### src/rtl/text_console_char_engine_core_assert.svh
// Assertion macros for the text console character engine.
// Used by the RTL files that carry concurrent assertions; no dependencies.
`ifndef TEXT_CONSOLE_CHAR_ENGINE_CORE_ASSERT_SVH
`define TEXT_CONSOLE_CHAR_ENGINE_CORE_ASSERT_SVH

// Same-cycle implication, disabled while reset is asserted.
`define TCCE_ASSERT_IMP(label, clk, rstn, ante, cons, msg) \
    label: assert property (@(posedge clk) disable iff (!(rstn)) (ante) |-> (cons)) \
        else $error(msg);

// Next-cycle implication, disabled while reset is asserted.
`define TCCE_ASSERT_NXT(label, clk, rstn, ante, cons, msg) \
    label: assert property (@(posedge clk) disable iff (!(rstn)) (ante) |=> (cons)) \
        else $error(msg);

`endif

### src/rtl/tcce_pkg.sv
// Shared types, constants and controller/datapath interface for the text console engine.
// No dependencies.
package tcce_pkg;

    localparam int SCREEN_COLS = 80;
    localparam int SCREEN_ROWS = 25;
    localparam int CELL_COUNT  = SCREEN_COLS * SCREEN_ROWS;
    localparam int COPY_COUNT  = SCREEN_COLS * (SCREEN_ROWS - 2);
    localparam int BLANK_END   = SCREEN_COLS * (SCREEN_ROWS - 1);

    localparam int ADDR_W = $clog2(CELL_COUNT);
    localparam int COL_W  = $clog2(SCREEN_COLS);
    localparam int ROW_W  = $clog2(SCREEN_ROWS);
    localparam int CELL_W = 16;
    localparam int LOC_W  = 11;
    localparam int TAB_STEP = 8;

    localparam logic [1:0] OP_PUT   = 2'd0;
    localparam logic [1:0] OP_CLEAR = 2'd1;
    localparam logic [1:0] OP_READ  = 2'd2;

    localparam logic [7:0] CH_BS    = 8'h08;
    localparam logic [7:0] CH_TAB   = 8'h09;
    localparam logic [7:0] CH_LF    = 8'h0a;
    localparam logic [7:0] CH_CR    = 8'h0d;
    localparam logic [7:0] CH_BLANK = 8'h20;
    localparam logic [7:0] RESET_COLOR = 8'hf0;

    typedef struct packed {
        logic [1:0]  op;
        logic [7:0]  char_code;
        logic [7:0]  color;
        logic [10:0] cell_address;
    } tcce_in_t;

    typedef struct packed {
        logic [10:0] cursor_location;
        logic [7:0]  cell_char;
        logic [7:0]  cell_color;
    } tcce_out_t;

    typedef enum logic [2:0] {
        SW_NONE,
        SW_INIT,
        SW_COPY,
        SW_BLANK,
        SW_CLEAR
    } sweep_t;

    typedef struct packed {
        logic   load_item;
        logic   exec;
        sweep_t sweep;
        logic   load_out;
    } tcce_cmd_t;

    typedef struct packed {
        logic is_put;
        logic is_clear;
        logic scroll;
        logic sweep_last;
    } tcce_status_t;

endpackage

### src/rtl/tcce_ctrl.sv
// Controller state machine of the text console engine: handshakes, sweeps, result hand-off.
// Depends on tcce_pkg and text_console_char_engine_core_assert.svh.
`include "text_console_char_engine_core_assert.svh"

module tcce_ctrl (
    input  logic                  aclk,
    input  logic                  aresetn,
    input  logic                  s_valid,
    output logic                  s_ready,
    output logic                  m_valid,
    input  logic                  m_ready,
    output tcce_pkg::tcce_cmd_t    cmd,
    input  tcce_pkg::tcce_status_t status
);

    typedef enum logic [2:0] {
        ST_INIT,
        ST_IDLE,
        ST_EXEC,
        ST_COPY,
        ST_BLANK,
        ST_CLEAR,
        ST_DONE
    } state_t;

    state_t state_reg;
    logic   s_ready_reg;
    logic   m_valid_reg;

    always_comb begin
        cmd           = '0;
        cmd.sweep     = tcce_pkg::SW_NONE;
        case (state_reg)
            ST_INIT:  cmd.sweep = tcce_pkg::SW_INIT;
            ST_IDLE:  cmd.load_item = s_valid && s_ready_reg;
            ST_EXEC:  cmd.exec = 1'b1;
            ST_COPY:  cmd.sweep = tcce_pkg::SW_COPY;
            ST_BLANK: cmd.sweep = tcce_pkg::SW_BLANK;
            ST_CLEAR: cmd.sweep = tcce_pkg::SW_CLEAR;
            ST_DONE:  cmd.load_out = !m_valid_reg || m_ready;
            default:  cmd.sweep = tcce_pkg::SW_NONE;
        endcase
    end

    always_ff @(posedge aclk) begin
        if (!aresetn) begin
            state_reg   <= ST_INIT;
            s_ready_reg <= 1'b0;
            m_valid_reg <= 1'b0;
        end else begin
            if (cmd.load_out) begin
                m_valid_reg <= 1'b1;
            end else if (m_ready) begin
                m_valid_reg <= 1'b0;
            end
            case (state_reg)
                ST_INIT: begin
                    if (status.sweep_last) begin
                        state_reg   <= ST_IDLE;
                        s_ready_reg <= 1'b1;
                    end
                end
                ST_IDLE: begin
                    if (cmd.load_item) begin
                        state_reg   <= ST_EXEC;
                        s_ready_reg <= 1'b0;
                    end
                end
                ST_EXEC: begin
                    if (status.is_clear) begin
                        state_reg <= ST_CLEAR;
                    end else if (status.is_put && status.scroll) begin
                        state_reg <= ST_COPY;
                    end else begin
                        state_reg <= ST_DONE;
                    end
                end
                ST_COPY: begin
                    if (status.sweep_last) begin
                        state_reg <= ST_BLANK;
                    end
                end
                ST_BLANK, ST_CLEAR: begin
                    if (status.sweep_last) begin
                        state_reg <= ST_DONE;
                    end
                end
                ST_DONE: begin
                    if (cmd.load_out) begin
                        state_reg   <= ST_IDLE;
                        s_ready_reg <= 1'b1;
                    end
                end
                default: begin
                    state_reg   <= ST_INIT;
                    s_ready_reg <= 1'b0;
                end
            endcase
        end
    end

    assign s_ready = s_ready_reg;
    assign m_valid = m_valid_reg;

    `TCCE_ASSERT_IMP(a_ready_only_idle, aclk, aresetn, s_ready_reg, state_reg == ST_IDLE, "ready outside idle")
    `TCCE_ASSERT_NXT(a_accept_to_exec, aclk, aresetn, (s_valid && s_ready_reg), state_reg == ST_EXEC, "accepted item not executed")
    `TCCE_ASSERT_IMP(a_no_overwrite, aclk, aresetn, cmd.load_out, (!m_valid_reg || m_ready), "result overwritten")
    `TCCE_ASSERT_IMP(a_sweep_blocks_input, aclk, aresetn, (cmd.sweep != tcce_pkg::SW_NONE), !s_ready_reg, "input open during sweep")

endmodule

### config.mk
export PLATFORM = sky130hd
export DESIGN_NAME = tcce_ctrl
export DESIGN_NICKNAME = d
export VERILOG_FILES = /design/src/rtl/tcce_pkg.sv /design/src/rtl/tcce_ctrl.sv
export VERILOG_INCLUDE_DIRS = /design/src /design/src/rtl
export SDC_FILE = /design/constraint.sdc
export NUM_CORES = 1
export LEC_CHECK = 0
export ABC_AREA = 1
export CAP_MARGIN = 30
export CORE_AREA = 4 4 41 43
export DETAILED_ROUTE_END_ITERATION = 7
export DIE_AREA = 0 0 45 47
export DONT_BUFFER_PORTS = 1
export PLACE_DENSITY = 0.4
export SYNTH_ARGS = -nofsm -noshare
export SYNTH_HDL_FRONTEND = slang
export SYNTH_SLANG_ARGS = --single-unit
### constraint.sdc
create_clock -name aclk -period 2.14 [get_ports aclk]
set_clock_uncertainty 0.15 [all_clocks]
set_input_delay 0.428 -clock aclk [delete_from_list [all_inputs] [get_ports aclk]]
set_output_delay 0.428 -clock aclk [all_outputs]
set_load 0.05 [all_outputs]
==> run metrics, run 1 <==
first-pass GRT wire length 1421 um; R2R cell count 7; critical path required time 1.56 ns; largest net degree at the start of global routing 10; worst hold endpoint state_reg[1]; Primary FF master, synth dfxtp_1; Syn Nets 69; TNS Setup 0 ns; Clk network pwr share 12.6%; initial DRC count 2; row count 13; H-tree depth 1; critical-path cell list inv_2, nand2_1, o21a_1, buf_12; Port Buffers 0; number of CTS-inserted buffers 3; worst-path maximum fanout 8; HP Class input port to flop; Ys Warns 0; maximum VDD drop 706.9 uV; vias per cell 4.547; endpoints failing hold 0; FF+latch count, synth 5; Synth area leader dfxtp_1; Hold Startpoint aresetn; DIE AREA 2115 um2; max_cap viols 0; number of flops mapped to enable cells by yosys 0; Internal Power 0.3898 mW; vias in the first global route 361; clk buf depth 2; leakage power 0.2379 nW; minimum clock period 1.909 ns; Worst Setup End Kind primary output; sequential fraction of the synthesis area 25.00%; multi-input logic area 282.8 um2; top post-synthesis cells by count nand2_1 (15), nor2_1 (11), dfxtp_1 (5); Pwr per Cell Area 1623 nW/um2; DP HPWL 765.6 um; Vias 391; crit-path leading delay family flip-flops; final slew viol count 0; DRC 0; Starting Density 30.77%; top post-synthesis cells by area dfxtp_1 (25%), nand2_1 (14%), nor2_1 (10%); Buf+Inv Stages, Crit Path 2; cell area after synthesis 400.4 um2; drt pass-1 iters 2; clock root buffer clkbuf_4; # Post-CTS Setup Buffers 0; Seq pwr share 21.7%; startpoint types flop; Slew @ Worst Pin 0.4190 ns; clk slew on worst S/H paths 0.04 ns; clock sink count 5; initial antenna violation count 0; Psw 0.4551 mW; post-synth top area share 25.00%; # IOs 16; CP max stage cell dfxtp_1; outcome complete, no violations; nets 80; final worst-path cycle share 89.22%; Worst-Skew Late Latency 0.24 ns; fill count 167; total track usage 9.573%; endpoints failing setup 0; reg2reg setup slack 0.70 ns; Cell variety after synth 20; WL/cell 10.03 um; Comb power frac 65.7%; R2R Path Start state_reg[1]; hold path cells 2; n_diodes 0; PnR worst setup slack 0.2307 ns; Core ar. 1301 um2; sw frac 53.86%; Crit Reg-Reg Endpoint s_ready; most frequent cell after synthesis nand2_1; max reg flops 3; Die Ht 47 um; Synth async-reset ratio 0%; hold_buf cts 0; largest stage delay on the critical path 0.47 ns; Worst Setup Path Type flop to primary output; pre-CTS setup slack 0.3627 ns; Final Wtd Congestion 0.7871; RSZ-0062 raised after global routing false; fin util 40.00%; grt total ovfl 0; Post-DRT Antenna Nets 0; routed wire length 863 um; CTS tree built; layout cells sized above 1 35.21%; Worst slew margin 72.03%; Syn Inst Count 61; worst endpoint data arrival time 1.33 ns; chip width 45 um; Reg area 101.3 um2; area grow syn2layout 30.00%; mean post-synth cell area 6.564 um2; highest achievable clock rate 0.5238 GHz
==> worst max path at each step <==
stage | slack [ns] | from | cells past startpoint | to
final | 0.23 | state_reg[2] | 4 | cmd[2]
after detailed placement | 0.36 | state_reg[1] | 5 | cmd[0]
after floorplan | 0.15 | state_reg[1] | 3 | cmd[2]
after CTS | 0.09 | state_reg[1] | 5 | cmd[0]
after global placement | 0.39 | state_reg[1] | 5 | cmd[0]
after global routing | 0.1 | state_reg[2] | 4 | cmd[2]
==> what timing repair did <==
item                                    CTS  global route
endpoints found under the hold margin     0             0
endpoints found under the setup margin    0             1
resized for setup                         0             1
==> power by group through the flow <==
stage	logic [mW]	clock network, mW	registers, mW
after global routing	0.614	0.123	0.191
after global placement	0.572	0	0.186
after floorplan	0.434	0	0.191
after CTS	0.565	0.114	0.183
after detailed placement	0.564	0	0.185
final	0.555	0.106	0.184
==> layout by cell type (no fill, tap or decap), types with 2 or more instances in the layout <==
master and n:
clkbuf_4 3, buf_4 6, nand2_2 2, o21ai_0 3, nand3_2 3, nor2_1 11, inv_1 4, nand2_1 15
inv_2 3, o21a_1 2, nor2_2 2, dfxtp_1 4
==> cell families (layout without fill, tap and decap cells) <==
group / after synthesis / count (layout) / synth area share (%)
xor+xnor: 1 / 1 / 2.188
buf+inv: 8 / 18 / 9.374
simple gates: 39 / 39 / 51.56
flops: 5 / 5 / 25.00
compound gates: 8 / 8 / 11.87
==> cell type report <==
type / count / area share [%]
clock buffers: 4 / 5.048
inverters: 7 / 5.048
multi-input cells: 48 / 54.33
flip-flops and latches: 5 / 19.47
well taps: 15 / 3.606
repair buffers: 7 / 12.50
==> through the flow <==
stage	cell area [um2]	total power [mW]	hold slack (ns)	cells
global route	520.5	0.9287	0.1416	86
global placement	493.0	0.7581	0.4051	82
CTS	519.2	0.8624	0.1462	86
detailed placement	493.0	0.7492	0.4025	82
finish	520.5	0.8449	0.1513	86
floorplan	420.4	0.6250	0.3956	61
==> routing by layer <==
layer	wire length, um	vias to the layer above	global-route usage (%)	part of all wire, %
met5	0	-	0	0
met4	0	0	0	0
met3	76	0	8.046	8.8
met2	425	9	15.54	49
met1	361	168	10.27	42
li1	-	214	-	-
Note: power is estimated with default switching activity, not from simulation.
==> inputs of run 2 (changes only) <==
--- a/config.mk
+++ b/config.mk
@@ -6,13 +6,13 @@
 export SDC_FILE = /design/constraint.sdc
 export NUM_CORES = 1
 export LEC_CHECK = 0
-export ABC_AREA = 1
 export CAP_MARGIN = 30
 export CORE_AREA = 4 4 41 43
+export CTS_BUF_LIST = sky130_fd_sc_hd__clkbuf_4 sky130_fd_sc_hd__clkbuf_8
 export DETAILED_ROUTE_END_ITERATION = 7
 export DIE_AREA = 0 0 45 47
 export DONT_BUFFER_PORTS = 1
-export PLACE_DENSITY = 0.4
+export PLACE_DENSITY = 0.39
 export SYNTH_ARGS = -nofsm -noshare
 export SYNTH_HDL_FRONTEND = slang
 export SYNTH_SLANG_ARGS = --single-unit
==> run 2 against run 1 <==
Effect of this change:
- combinational power decreased by 21%
- area after synthesis decreased by 1.6%
- utilization decreased by 3.1 points
- largest power group unchanged
==> run metrics, run 2 <==
startpoint types flop; number of flops mapped to enable cells by yosys 0; H-tree depth 1; Pwr per Cell Area 1548 nW/um2; routed wire length 897 um; Core ar. 1301 um2; endpoints failing setup 0; DP HPWL 706.8 um; worst endpoint data arrival time 1.41 ns; clk slew on worst S/H paths 0.04 ns; Final Wtd Congestion 0.6422; post-synth top area share 25.40%; clock root buffer clkbuf_4; Worst-Skew Late Latency 0.24 ns; endpoints failing hold 0; total track usage 10.02%; Non-Filler Instances 70; Ys Warns 0; minimum clock period 1.991 ns; hold_buf cts 0; most frequent cell after synthesis nand2_1; CTS tree built; Die Ht 47 um; complex-gate fraction of the synthesized area 19.05%; PostCTS Resize Cnt 0; Adder-Cell Fraction of Synth Area 0%; Worst Setup Path Type flop to primary output; maximum VDD drop 468.4 uV; critical path required time 1.56 ns; TNS Setup 0 ns; reg2reg setup slack 0.51 ns; chip width 45 um; nets 64; drt pass-1 iters 2; largest stage delay on the critical path 0.51 ns; critical-path cell list and3b_1, nor2b_1, buf_4; RSZ-0062 raised after global routing false; main combinational cell family by area after synthesis simple AND/OR/NAND/NOR gates; vias per cell 4.886; area grow syn2layout 21.90%; R2R cell count 4; Vias 342; Hold Startpoint aresetn; clock sink count 5; outcome complete, no violations; post-synthesis mux area share 7.619%; Starting Density 30.29%; Placed Cells 66; Syn Nets 55; fill count 149; Post-Synth XOR/XNOR Area 0%; Synth async-reset ratio 0%; row count 13; layout cells sized above 1 32.73%; n_diodes 0; DIE AREA 2115 um2; commonest cells after routing, fill and taps aside buf_4 (8), nand2_1 (6), nor2_1 (5), dfxtp_1 (5), clkbuf_4 (4); Syn Inst Count 47; hold path cells 1; grt total ovfl 0; final slew viol count 0; HP Class input port to flop; CP max stage cell dfxtp_1; Worst Setup End Kind primary output; fin util 36.92%; first-pass GRT wire length 1469 um; Synth area leader dfxtp_1; cell area after synthesis 394.1 um2; final worst-path cycle share 93.05%; R2R Path Start state_reg[0]; max_cap viols 0; highest achievable clock rate 0.5022 GHz; largest net degree at the start of global routing 12; sequential fraction of the synthesis area 25.40%; # IOs 16; top post-synthesis cells by area dfxtp_1 (25%), mux2i_1 (7.6%), a32oi_4 (7.0%); Cell variety after synth 27; Crit Reg-Reg Endpoint state_reg[1]; Worst slew margin 78.01%; initial DRC count 1; max reg flops 3; Synth Area in Simple Gates 40.00%; number of CTS-inserted buffers 3; Primary FF master, synth dfxtp_1; top post-synthesis cells by count nand2_1 (6), dfxtp_1 (5), nor2_1 (5); clk buf depth 2; Slew @ Worst Pin 0.3294 ns; # Post-CTS Setup Buffers 0; initial antenna violation count 0; DRC 0; worst hold endpoint m_valid; leakage power 0.2095 nW; worst-path maximum fanout 11; mean post-synth cell area 8.386 um2; Port Buffers 0; Post-DRT Antenna Nets 0; vias in the first global route 341; FF+latch count, synth 5; crit path from state_reg[1]; most common cell after layout, fill and taps aside buf_4; WL/cell 12.81 um
==> run 2: cell count changes in the layout (fill, tap and decap cells not counted), sizes merged, moves of 2 or more <==
cell,before,now
nand2,17,7
nor2,14,5
inv,7,1
mux2i,0,3
nand2b,0,3
and3b,0,2
nand3,4,2
nand3b,0,2
nor2b,0,2
o21ai,4,2
==> run 2: worst max-delay path, delay by kind of cell, from the launching register on <==
kind	cells	cell delay (ns)
buffers and inverters	1	0.21
flip-flops	1	0.51
AND/OR/NAND/NOR	2	0.46
==> run 2: cell type report <==
type                       count  area, um2  area share [%]
timing repair buffer           8      60.06           12.50
multi-input combinational     37      267.8           55.73
tap                           15      18.77           3.906
clock buffer                   4      30.03           6.250
sequential                     5      100.1           20.83
inverter                       1      3.754          0.7812
==> run 2: worst max-delay path by stage <==
| stage | slack, ns | to | depth (start not counted) |
|---|---|---|---|
| after floorplan | 0.03 | cmd[5] | 2 |
| after global placement | 0.46 | cmd[0] | 3 |
| after detailed placement | 0.43 | cmd[0] | 3 |
| after CTS | 0.15 | cmd[0] | 3 |
| after global routing | 0.03 | cmd[0] | 3 |
| final | 0.15 | cmd[0] | 3 |
==> run 2: metal layers <==
| metal | wire, um | vias up | global-route usage, % |
|---|---|---|---|
| li1 | - | 181 | - |
| met1 | 374 | 145 | 10.88 |
| met2 | 380 | 13 | 13.84 |
| met3 | 115 | 3 | 5.747 |
| met4 | 27 | 0 | 8.772 |
| met5 | 0 | - | 0 |
==> run 2: power breakdown <==
part           total [mW]  switching [mW]  internal, mW
Clock               0.123          0.0399        0.0832
Sequential          0.181          0.0572         0.124
Combinational       0.439           0.266         0.173
==> run 2: stage by stage <==
| stage | hold WS, ns | total power [mW] | worst slack (ns) | instance area [um2] |
|---|---|---|---|---|
| after floorplan | 0.4101 | 0.5555 | 0.03452 | 399.1 |
| after global placement | 0.4015 | 0.6246 | 0.4553 | 450.4 |
| after detailed placement | 0.4099 | 0.6246 | 0.4275 | 450.4 |
| after CTS | 0.1520 | 0.7524 | 0.1461 | 480.5 |
| after global routing | 0.1497 | 0.7977 | 0.03083 | 480.5 |
| final | 0.1613 | 0.7440 | 0.1487 | 480.5 |
==> run 2: cells by family after synthesis <==
group,after synthesis
AO/OA/AOI/OAI,8
multiplexers,3
AND/OR/NAND/NOR,26
flip-flops,5
buffers and inverters,5
